`config.mk`:
```
export PLATFORM = sky130hd
export DESIGN_NAME = positional_list_table_top_flat
export DESIGN_NICKNAME = d
export VERILOG_FILES = /design/src/rtl/lpt_pkg.sv /design/src/rtl/lpt_req_if.sv /design/src/rtl/lpt_ctrl.sv /design/src/rtl/lpt_datapath.sv /design/src/rtl/positional_list_table_top.sv /design/src/flat_wrapper.sv
export SDC_FILE = /design/constraint.sdc
export NUM_CORES = 2
export LEC_CHECK = 0
export ABC_AREA = 0
export ABC_CLOCK_PERIOD_IN_PS = 12700
export BUFFER_PORTS_ARGS = -buffer_cell sky130_fd_sc_hd__buf_2
export CORE_MARGIN = 2
export CORE_UTILIZATION = 65
export DETAILED_ROUTE_END_ITERATION = 8
export HOLD_SLACK_MARGIN = 0.06
export PLACE_DENSITY = 0.82
export SLEW_MARGIN = 10
export SYNTH_ARGS = -nofsm -noshare
export SYNTH_HDL_FRONTEND = slang
export SYNTH_HIERARCHICAL = 1
export SYNTH_SLANG_ARGS = --single-unit
```
`constraint.sdc`:
```
create_clock -name clock -period 12.7 [get_ports clock]
set_clock_uncertainty 0.15 [all_clocks]
set_input_delay 0.635 -clock clock [delete_from_list [all_inputs] [get_ports clock]]
set_output_delay 0.635 -clock clock [all_outputs]
set_load 0.05 [all_outputs]
```
`src/rtl/lpt_pkg.sv`:
```
// Shared constants, codes and controller/datapath handshake types for the positional list table.
`timescale 1ns / 1ps

package lpt_pkg;

   // Fixed field widths of the channels
   localparam int CMD_W   = 2;
   localparam int POS_W   = 7;
   localparam int VALUE_W = 32;
   localparam int STAT_W  = 2;
   localparam int LEN_W   = 7;

   // Defaults for the top-level parameters
   localparam int CAPACITY_DEFAULT   = 64;
   localparam int ITEM_WIDTH_DEFAULT = 32;

   // Command codes
   localparam logic [CMD_W-1:0] CMD_INSERT   = 2'd0;
   localparam logic [CMD_W-1:0] CMD_REMOVE   = 2'd1;
   localparam logic [CMD_W-1:0] CMD_RETRIEVE = 2'd2;

   // Status codes
   localparam logic [STAT_W-1:0] STAT_OK      = 2'd0;
   localparam logic [STAT_W-1:0] STAT_BAD_POS = 2'd1;
   localparam logic [STAT_W-1:0] STAT_FULL    = 2'd2;

   // Controller to datapath
   typedef struct packed {
      logic load;    // capture a request and decode it
      logic step;    // issue one shift read
      logic fetch;   // read the addressed entry for a retrieve
      logic commit;  // update the list and load the result register
   } ctl_cmd_type;

   // Datapath to controller
   typedef struct packed {
      logic rem_zero;  // no shift reads left
      logic rsp_busy;  // result register still holds an untaken result
   } ctl_status_type;

endpackage

```
`src/rtl/lpt_req_if.sv`:
```
// Request and response channel interfaces of the positional list table.
`timescale 1ns / 1ps

interface lpt_req_if;
   logic                           valid;
   logic                           ready;
   logic [lpt_pkg::CMD_W-1:0]      command;
   logic [lpt_pkg::POS_W-1:0]      position;
   logic [lpt_pkg::VALUE_W-1:0]    item_value;

   modport source (output valid, output command, output position, output item_value,
                   input ready);
   modport sink   (input valid, input command, input position, input item_value,
                   output ready);
endinterface

interface lpt_rsp_if;
   logic                           valid;
   logic                           ready;
   logic [lpt_pkg::STAT_W-1:0]     status;
   logic [lpt_pkg::VALUE_W-1:0]    read_value;
   logic [lpt_pkg::LEN_W-1:0]      length;
   logic                           is_empty;

   modport source (output valid, output status, output read_value, output length,
                   output is_empty, input ready);
   modport sink   (input valid, input status, input read_value, input length,
                   input is_empty, output ready);
endinterface

```
`src/rtl/lpt_ctrl.sv`:
```
// Controller state machine of the positional list table.
`timescale 1ns / 1ps

module lpt_ctrl (
   input  logic                    clock,
   input  logic                    reset,
   input  logic                    req_valid,
   output logic                    req_ready,
   input  lpt_pkg::ctl_status_type dp_status,
   output lpt_pkg::ctl_cmd_type    dp_cmd
);

   typedef enum logic [3:0] {
      ST_IDLE   = 4'b0001,
      ST_SHIFT  = 4'b0010,
      ST_FINISH = 4'b0100,
      ST_COMMIT = 4'b1000
   } state_type;

   state_type state_ff, state_in;

   always_comb begin
      state_in     = state_ff;
      req_ready    = 1'b0;
      dp_cmd       = '0;
      case (state_ff)
         ST_IDLE: begin
            req_ready   = 1'b1;
            dp_cmd.load = req_valid;
            if (req_valid) state_in = ST_SHIFT;
         end
         ST_SHIFT: begin
            dp_cmd.step = !dp_status.rem_zero;
            if (dp_status.rem_zero) state_in = ST_FINISH;
         end
         ST_FINISH: begin
            // last shift write is already in memory; retrieve read goes out
            dp_cmd.fetch = 1'b1;
            state_in     = ST_COMMIT;
         end
         ST_COMMIT: begin
            // hold until the result register is free
            dp_cmd.commit = !dp_status.rsp_busy;
            if (!dp_status.rsp_busy) state_in = ST_IDLE;
         end
         default: state_in = ST_IDLE;
      endcase
   end

   always_ff @(posedge clock) begin
      if (reset) begin
         state_ff <= ST_IDLE;
      end else begin
         state_ff <= state_in;
      end
   end

endmodule

```
`src/rtl/lpt_datapath.sv`:
```
// Datapath of the positional list table: entry memory, length counter, shift pointer, result register.
`timescale 1ns / 1ps

module lpt_datapath #(
   parameter int CAPACITY   = lpt_pkg::CAPACITY_DEFAULT,
   parameter int ITEM_WIDTH = lpt_pkg::ITEM_WIDTH_DEFAULT
) (
   input  logic                         clock,
   input  logic                         reset,
   input  lpt_pkg::ctl_cmd_type         dp_cmd,
   output lpt_pkg::ctl_status_type      dp_status,
   input  logic [lpt_pkg::CMD_W-1:0]    req_command,
   input  logic [lpt_pkg::POS_W-1:0]    req_position,
   input  logic [lpt_pkg::VALUE_W-1:0]  req_item_value,
   output logic                         rsp_valid,
   input  logic                         rsp_ready,
   output logic [lpt_pkg::STAT_W-1:0]   rsp_status,
   output logic [lpt_pkg::VALUE_W-1:0]  rsp_read_value,
   output logic [lpt_pkg::LEN_W-1:0]    rsp_length,
   output logic                         rsp_is_empty
);

   localparam int AW    = $clog2(CAPACITY);
   localparam int CNT_W = $clog2(CAPACITY + 1);
   localparam int CMP_W = ((CNT_W > lpt_pkg::POS_W) ? CNT_W : lpt_pkg::POS_W) + 1;

   logic [ITEM_WIDTH-1:0] entry_mem [CAPACITY];

   logic [CNT_W-1:0]          count_ff, count_in;
   logic [CNT_W-1:0]          rem_ff;
   logic [AW-1:0]             ptr_ff;
   logic [AW-1:0]             slot_ff;
   logic [AW-1:0]             wr_addr_ff;
   logic                      wr_vld_ff;
   logic [ITEM_WIDTH-1:0]     item_ff;
   logic [ITEM_WIDTH-1:0]     rd_data_ff;
   logic [lpt_pkg::STAT_W-1:0] stat_ff, stat_in;
   logic                      ins_ok_ff, rem_ok_ff, get_ok_ff;
   logic                      ins_ok_in, rem_ok_in, get_ok_in;

   logic                      rsp_valid_ff;
   logic [lpt_pkg::STAT_W-1:0] rsp_status_ff;
   logic [lpt_pkg::VALUE_W-1:0] rsp_value_ff;
   logic [lpt_pkg::LEN_W-1:0] rsp_length_ff;
   logic                      rsp_empty_ff;

   // Request decode
   logic [CMP_W-1:0]          pos_w, cnt_w, slot_w;
   logic [CMP_W-1:0]          rem_w, ptr_w;
   logic                      pos_zero, ins_bad, rr_bad, is_full;
   logic [ITEM_WIDTH+lpt_pkg::VALUE_W-1:0] item_ext;
   logic [ITEM_WIDTH+lpt_pkg::VALUE_W-1:0] rd_ext;
   logic [CNT_W+lpt_pkg::LEN_W-1:0]        len_ext;

   always_comb begin
      pos_w     = CMP_W'(req_position);
      cnt_w     = CMP_W'(count_ff);
      slot_w    = pos_w - CMP_W'(1);
      pos_zero  = (req_position == '0);
      ins_bad   = pos_zero || (pos_w > cnt_w + CMP_W'(1));
      rr_bad    = pos_zero || (pos_w > cnt_w);
      is_full   = (count_ff == CNT_W'(CAPACITY));
      stat_in   = lpt_pkg::STAT_BAD_POS;
      ins_ok_in = 1'b0;
      rem_ok_in = 1'b0;
      get_ok_in = 1'b0;
      rem_w     = '0;
      ptr_w     = '0;
      case (req_command)
         lpt_pkg::CMD_INSERT: begin
            if (!ins_bad) begin
               if (is_full) begin
                  stat_in = lpt_pkg::STAT_FULL;
               end else begin
                  stat_in   = lpt_pkg::STAT_OK;
                  ins_ok_in = 1'b1;
                  rem_w     = cnt_w - slot_w;
                  ptr_w     = cnt_w - CMP_W'(1);
               end
            end
         end
         lpt_pkg::CMD_REMOVE: begin
            if (!rr_bad) begin
               stat_in   = lpt_pkg::STAT_OK;
               rem_ok_in = 1'b1;
               rem_w     = cnt_w - slot_w - CMP_W'(1);
               ptr_w     = slot_w + CMP_W'(1);
            end
         end
         lpt_pkg::CMD_RETRIEVE: begin
            if (!rr_bad) begin
               stat_in   = lpt_pkg::STAT_OK;
               get_ok_in = 1'b1;
            end
         end
         default: stat_in = lpt_pkg::STAT_BAD_POS;
      endcase
   end

   assign item_ext = {{ITEM_WIDTH{1'b0}}, req_item_value};

   // Sequencing registers
   always_ff @(posedge clock) begin
      if (dp_cmd.load) begin
         stat_ff   <= stat_in;
         ins_ok_ff <= ins_ok_in;
         rem_ok_ff <= rem_ok_in;
         get_ok_ff <= get_ok_in;
         slot_ff   <= slot_w[AW-1:0];
         item_ff   <= item_ext[ITEM_WIDTH-1:0];
      end
      if (dp_cmd.load) begin
         rem_ff <= rem_w[CNT_W-1:0];
         ptr_ff <= ptr_w[AW-1:0];
      end else if (dp_cmd.step) begin
         rem_ff <= rem_ff - CNT_W'(1);
         ptr_ff <= ins_ok_ff ? ptr_ff - AW'(1) : ptr_ff + AW'(1);
      end
      // a shift read lands one slot up for insert, one down for remove
      wr_addr_ff <= ins_ok_ff ? ptr_ff + AW'(1) : ptr_ff - AW'(1);
   end

   always_ff @(posedge clock) begin
      if (reset) begin
         wr_vld_ff <= 1'b0;
      end else begin
         wr_vld_ff <= dp_cmd.step;
      end
   end

   // Entry memory: one write and one read port, registered read
   always_ff @(posedge clock) begin
      if (wr_vld_ff) begin
         entry_mem[wr_addr_ff] <= rd_data_ff;
      end else if (dp_cmd.commit && ins_ok_ff) begin
         entry_mem[slot_ff] <= item_ff;
      end
   end

   always_ff @(posedge clock) begin
      if (dp_cmd.step) begin
         rd_data_ff <= entry_mem[ptr_ff];
      end else if (dp_cmd.fetch) begin
         rd_data_ff <= entry_mem[slot_ff];
      end
   end

   // Length counter and result register
   always_comb begin
      count_in = count_ff;
      if (ins_ok_ff) begin
         count_in = count_ff + CNT_W'(1);
      end else if (rem_ok_ff) begin
         count_in = count_ff - CNT_W'(1);
      end
   end

   assign len_ext = {{lpt_pkg::LEN_W{1'b0}}, count_in};
   assign rd_ext  = {{lpt_pkg::VALUE_W{1'b0}}, rd_data_ff};

   always_ff @(posedge clock) begin
      if (reset) begin
         count_ff     <= '0;
         rsp_valid_ff <= 1'b0;
      end else begin
         if (dp_cmd.commit) begin
            count_ff     <= count_in;
            rsp_valid_ff <= 1'b1;
         end else if (rsp_ready) begin
            rsp_valid_ff <= 1'b0;
         end
      end
   end

   always_ff @(posedge clock) begin
      if (dp_cmd.commit) begin
         rsp_status_ff <= stat_ff;
         rsp_value_ff  <= get_ok_ff ? rd_ext[lpt_pkg::VALUE_W-1:0] : '0;
         rsp_length_ff <= len_ext[lpt_pkg::LEN_W-1:0];
         rsp_empty_ff  <= (count_in == '0);
      end
   end

   assign dp_status.rem_zero = (rem_ff == '0);
   assign dp_status.rsp_busy = rsp_valid_ff && !rsp_ready;

   assign rsp_valid      = rsp_valid_ff;
   assign rsp_status     = rsp_status_ff;
   assign rsp_read_value = rsp_value_ff;
   assign rsp_length     = rsp_length_ff;
   assign rsp_is_empty   = rsp_empty_ff;

endmodule

```
`src/rtl/positional_list_table_top.sv`:
```
// Top level of the positional list table: controller, datapath and channel hookup.
//
// Ordered list of up to CAPACITY entries addressed by 1-based position.
// req_ch carries command (insert, remove, retrieve), position and item_value;
// rsp_ch returns one result per request: status, read_value, length, is_empty.
// Both channels transfer on a clock edge with valid and ready high.
// One request is worked at a time. An insert or remove moves k entries, where
// k is the number of entries from the addressed position on for an insert, or
// after it for a remove (up to CAPACITY - 1); each move is one read and one
// write of the single-port-pair entry memory, pipelined at one entry per cycle.
// The result is loaded into the output register in the commit step, after the
// shift and finish steps; the next request can transfer once the controller is
// back in idle. Bad positions, full inserts and retrieves move no entries.
// A new request is taken while a finished result still waits in the output
// register; when rsp_ch stalls, the next request is worked up to its commit
// step and held there until the result register frees up.
// Synchronous reset empties the list and drops any pending result; the
// entry memory itself is not cleared and needs no clearing pass.
`timescale 1ns / 1ps

module positional_list_table_top #(
   parameter int CAPACITY   = lpt_pkg::CAPACITY_DEFAULT,
   parameter int ITEM_WIDTH = lpt_pkg::ITEM_WIDTH_DEFAULT
) (
   input  logic       clock,
   input  logic       reset,
   lpt_req_if.sink    req_ch,
   lpt_rsp_if.source  rsp_ch
);

   lpt_pkg::ctl_cmd_type    dp_cmd;
   lpt_pkg::ctl_status_type dp_status;

   lpt_ctrl u_ctrl (
      .clock     (clock),
      .reset     (reset),
      .req_valid (req_ch.valid),
      .req_ready (req_ch.ready),
      .dp_status (dp_status),
      .dp_cmd    (dp_cmd)
   );

   lpt_datapath #(
      .CAPACITY   (CAPACITY),
      .ITEM_WIDTH (ITEM_WIDTH)
   ) u_datapath (
      .clock          (clock),
      .reset          (reset),
      .dp_cmd         (dp_cmd),
      .dp_status      (dp_status),
      .req_command    (req_ch.command),
      .req_position   (req_ch.position),
      .req_item_value (req_ch.item_value),
      .rsp_valid      (rsp_ch.valid),
      .rsp_ready      (rsp_ch.ready),
      .rsp_status     (rsp_ch.status),
      .rsp_read_value (rsp_ch.read_value),
      .rsp_length     (rsp_ch.length),
      .rsp_is_empty   (rsp_ch.is_empty)
   );

endmodule

```
`src/flat_wrapper.sv`:
```
// flat-port wrapper written by rule: the top's interface ports become plain ports
module positional_list_table_top_flat 
#(
   parameter int CAPACITY   = lpt_pkg::CAPACITY_DEFAULT,
   parameter int ITEM_WIDTH = lpt_pkg::ITEM_WIDTH_DEFAULT
)
  (clock, reset, req_ch_valid, req_ch_command, req_ch_position, req_ch_item_value, req_ch_ready, rsp_ch_valid, rsp_ch_status, rsp_ch_read_value, rsp_ch_length, rsp_ch_is_empty, rsp_ch_ready);
  lpt_req_if req_ch_i ();
  lpt_rsp_if rsp_ch_i ();
  input  logic clock;
  input  logic reset;
  input wire logic [$bits(req_ch_i.valid)-1:0] req_ch_valid;
  input wire logic [$bits(req_ch_i.command)-1:0] req_ch_command;
  input wire logic [$bits(req_ch_i.position)-1:0] req_ch_position;
  input wire logic [$bits(req_ch_i.item_value)-1:0] req_ch_item_value;
  output wire logic [$bits(req_ch_i.ready)-1:0] req_ch_ready;
  output wire logic [$bits(rsp_ch_i.valid)-1:0] rsp_ch_valid;
  output wire logic [$bits(rsp_ch_i.status)-1:0] rsp_ch_status;
  output wire logic [$bits(rsp_ch_i.read_value)-1:0] rsp_ch_read_value;
  output wire logic [$bits(rsp_ch_i.length)-1:0] rsp_ch_length;
  output wire logic [$bits(rsp_ch_i.is_empty)-1:0] rsp_ch_is_empty;
  input wire logic [$bits(rsp_ch_i.ready)-1:0] rsp_ch_ready;
  assign req_ch_i.valid = req_ch_valid;
  assign req_ch_i.command = req_ch_command;
  assign req_ch_i.position = req_ch_position;
  assign req_ch_i.item_value = req_ch_item_value;
  assign req_ch_ready = req_ch_i.ready;
  assign rsp_ch_valid = rsp_ch_i.valid;
  assign rsp_ch_status = rsp_ch_i.status;
  assign rsp_ch_read_value = rsp_ch_i.read_value;
  assign rsp_ch_length = rsp_ch_i.length;
  assign rsp_ch_is_empty = rsp_ch_i.is_empty;
  assign rsp_ch_i.ready = rsp_ch_ready;
  positional_list_table_top #(.CAPACITY(CAPACITY), .ITEM_WIDTH(ITEM_WIDTH)) u_core (.clock(clock), .reset(reset), .req_ch(req_ch_i), .rsp_ch(rsp_ch_i));
endmodule
```
==> flow_summary.yaml <==
logic_synthesis:
  synth_seq_area_share_pct: 64.9
  synth_flop_cell: "edfxtp_1"
  syn_area_per_cell_um2: 22.3
  synth_top_area_share_pct: 64.3
  syn-cell-area_um2: 102000
  yosys_warnings: 6
  synth.most_common_cell: "edfxtp_1"
  synthesis.nets: 4647
  ys_types: 64
  netlist_top_cells_count: "2,178 x edfxtp_1, 1,336 x mux4_2, 176 x clkbuf_1, 151 x nand2_1, 108 x buf_2"
  yosysTopAreaCell: "edfxtp_1"
  async_reset_ff_share_pct: 0
  synth_area_leaders: "edfxtp_1 64%, mux4_2 30%, clkbuf_1 0.65%, dfxtp_1 0.61%, nand2_1 0.56%"
  syn_inst: 4571
  synth-seq-cells: 2209
  synth_edf_count: 2178
worst_setup_path:
  path_buf_inv: 1
  worstPathMaxFanout: 52
  crit_required_ns: 13.03
  max_stage_delay_ns: 1.00
  crit_type: "reg2reg"
  critical_path.top_delay_family: "simple AND/OR/NAND/NOR gates"
  cp-end-kind: "flip-flop"
  cp_cell_sequence: "and3_4 > nand3_4 > nor3_1 > a31o_2 > nand2_1 > nor2_4 > buf_4"
  cp_data_arrival_time_ns: 6.20
  cpMaxStageDelayCell: "nor2_4"
  cp-start-kind: "flip-flop"
cts:
  post_cts_buffers: 0
  clock_latency_ns: 0.88
  numCtsBuffers: 213
  cts-root-buf: "clkbuf_16"
  clk_path_buf_depth: 3
  cts.clk_slew.worst_paths_ns: 0.06
  htreeDepth: 4
  tritoncts: "yes"
  clkSinkCount: 2209
  postCtsResizedCells: 0
cells_and_area:
  finalNetCount: 4795
  syn_to_final_growth_pct: 10.7
  fin_util_pct: 72.3
  register_area_um2: 66100
  drive_gt1_share_pct: 41.2
  nFillCells: 7971
  multi_input_area_um2: 34600
grt:
  first_global_vias: 58800
  grt_overflow_total: 0
  antenna_found_initial: 19
  grt_usage_pct: 40.6
  grt_pass1_wl_um: 445000
  grt_max_degree: 155
floorplanning:
  io_pins: 89
  dieArea_um2: 160000
  core_um2: 156000
  initial_utilization_pct: 65.3
  die_x_um: 400
  num_rows: 145
  die_h_um: 400
sta:
  relSlewSlack_pct: 16.7
  fin_crit_sh_pct: 46.2
  finalHoldViolCount: 0
  drv_slew: 0
  layout_min_cycle_time_ns: 5.87
  rsz0062_at_grt: "false"
  max_freq_ghz: 0.170
  setup_tns_ns: 0
  setup_viol: 0
  worst_slew_pin_slew_ns: 1.25
run_status:
  run_status: "complete, no violations"
power_and_ir_drop:
  ir_worst_vdd_mv: 0.164
  p_leak_nw: 34.7
  pwr_density_cell_nw_per_um2: 155
place:
  gp_congestion: 0.886
  hpwl_um: 165000
  io_buffers: 88
route:
  wl_per_cell_um: 45.4
  dr.pass1.iters: 7
  drt_iter0_markers: 10500
  wirelength_um: 316000
  drtAntennaViolNets: 0
  routed_via_density: 8.22
  drc: 0
  vias: 57300
hold_path:
  hold_class: "in2reg"
flow_run:
  max_cap_violations: 0
[tightest hold or removal path, cell delays in order]
cell    delay [ns]
buf_2         0.12
ha_1          0.15
inv_1         0.04
nor2_1        0.09
[power breakdown]
group	switching, mW	total (mW)	internal, mW
sequential	0.151	8.15	8.00
combinational	1.41	2.79	1.38
clock	2.86	6.50	3.64
total	4.42	17.4	13.0
[final cells by class]
class / instances / area share [%]
diodes: 7 / 0.0156
clock buffers: 253 / 4.93
clock inverters: 141 / 1.32
inverters: 46 / 0.153
multi-input cells: 1974 / 30.7
flip-flops and latches: 2209 / 58.7
well taps: 2058 / 2.29
repair buffers: 275 / 1.89
[layout by cell type (no fill, tap or decap), types with 13 or more instances in the layout]
cell type and count:
nor2_1 36, nor2_4 64, dlygate4sd3_1 37, clkbuf_16 216, clkinv_2 50, a21oi_1 24, inv_1 46, o21ai_0 25
ha_1 30, clkinv_1 38, nand2_1 151, clkbuf_1 36, buf_2 88, bufinv_16 25, buf_12 14, edfxtp_1 2178
xnor2_1 36, mux4_2 1336, mux2i_1 17, dfxtp_1 19, nor3_1 13, clkinvlp_4 13, and2_1 37, mux2_2 33
buf_4 135
[path summary, 6_finish.rpt]
check,from,endpoint,slack [ns],cells past startpoint
worst max-delay path,u_core/u_ctrl/state_ff[3],u_core/u_datapath/entry_mem[35][3],6.83,7
worst min-delay path,req_ch_command[1],u_core/u_datapath/get_ok_ff,0.15,4
worst max register to register,u_core/u_ctrl/state_ff[3],u_core/u_datapath/entry_mem[35][3],6.83,7
worst min register to register,u_core/u_datapath/stat_ff[0],u_core/u_datapath/rsp_status[0],0.27,0
[timing repair]
action                                  CTS  global route
hold buffers                             37             0
endpoints found under the setup margin    0             0
hold endpoints to repair                 46             0
[logic make-up after synthesis]
logic type,count (synthesis),share of synthesized area [%]
XOR/XNOR,49,0.435
AND/OR/NAND/NOR,375,1.69
adder cells (fa/ha/maj),31,0.389
flip-flops,2209,64.9
multiplexers,1386,30.1
AO/OA/AOI/OAI,133,0.878
buffers and inverters,388,1.59
[registers in the layout, summed over array words and instances, names as in the netlist, 2 cells and up, named ones only]
signal / count
u_core/u_datapath/entry_mem: 2048
u_core/u_datapath/stat_ff: 2
u_core/u_datapath/slot_ff: 6
u_core/u_datapath/rem_ff: 7
u_core/u_datapath/rsp_read_value: 32
u_core/u_datapath/item_ff: 32
u_core/u_datapath/rsp_length: 7
u_core/u_datapath/rd_data_ff: 32
u_core/u_ctrl/state_ff: 4
u_core/u_datapath/count_ff: 7
u_core/u_datapath/ptr_ff: 6
u_core/u_datapath/wr_addr_ff: 6
u_core/u_datapath/rsp_status: 2
[per-stage QoR]
stage               setup slack, ns  power [mW]  instance area [um2]  instances  hold WS (ns)
floorplan                      7.61        10.2               102000       4571         0.250
global placement               6.94        10.9               105000       6522         0.252
detailed placement             6.82        11.0               105000       6523         0.256
CTS                            7.05        17.4               113000       6954        0.0919
global route                   6.79        17.8               113000       6957         0.148
finish                         6.83        17.4               113000       6963         0.154
[routing by layer]
| layer | wire length (um) | track usage [%] | part of all wire [%] | vias to the layer above |
|---|---|---|---|---|
| met1 | 93100 | 50.2 | 29 | 29500 |
| met5 | 86 | 0 | 0.027 | - |
| met3 | 46500 | 12.7 | 15 | 1357 |
| met2 | 149000 | 61.9 | 47 | 5888 |
| li1 | - | - | - | 20500 |
| met4 | 27700 | 28.7 | 8.7 | 16 |
Power figures use the tool's default switching activity.
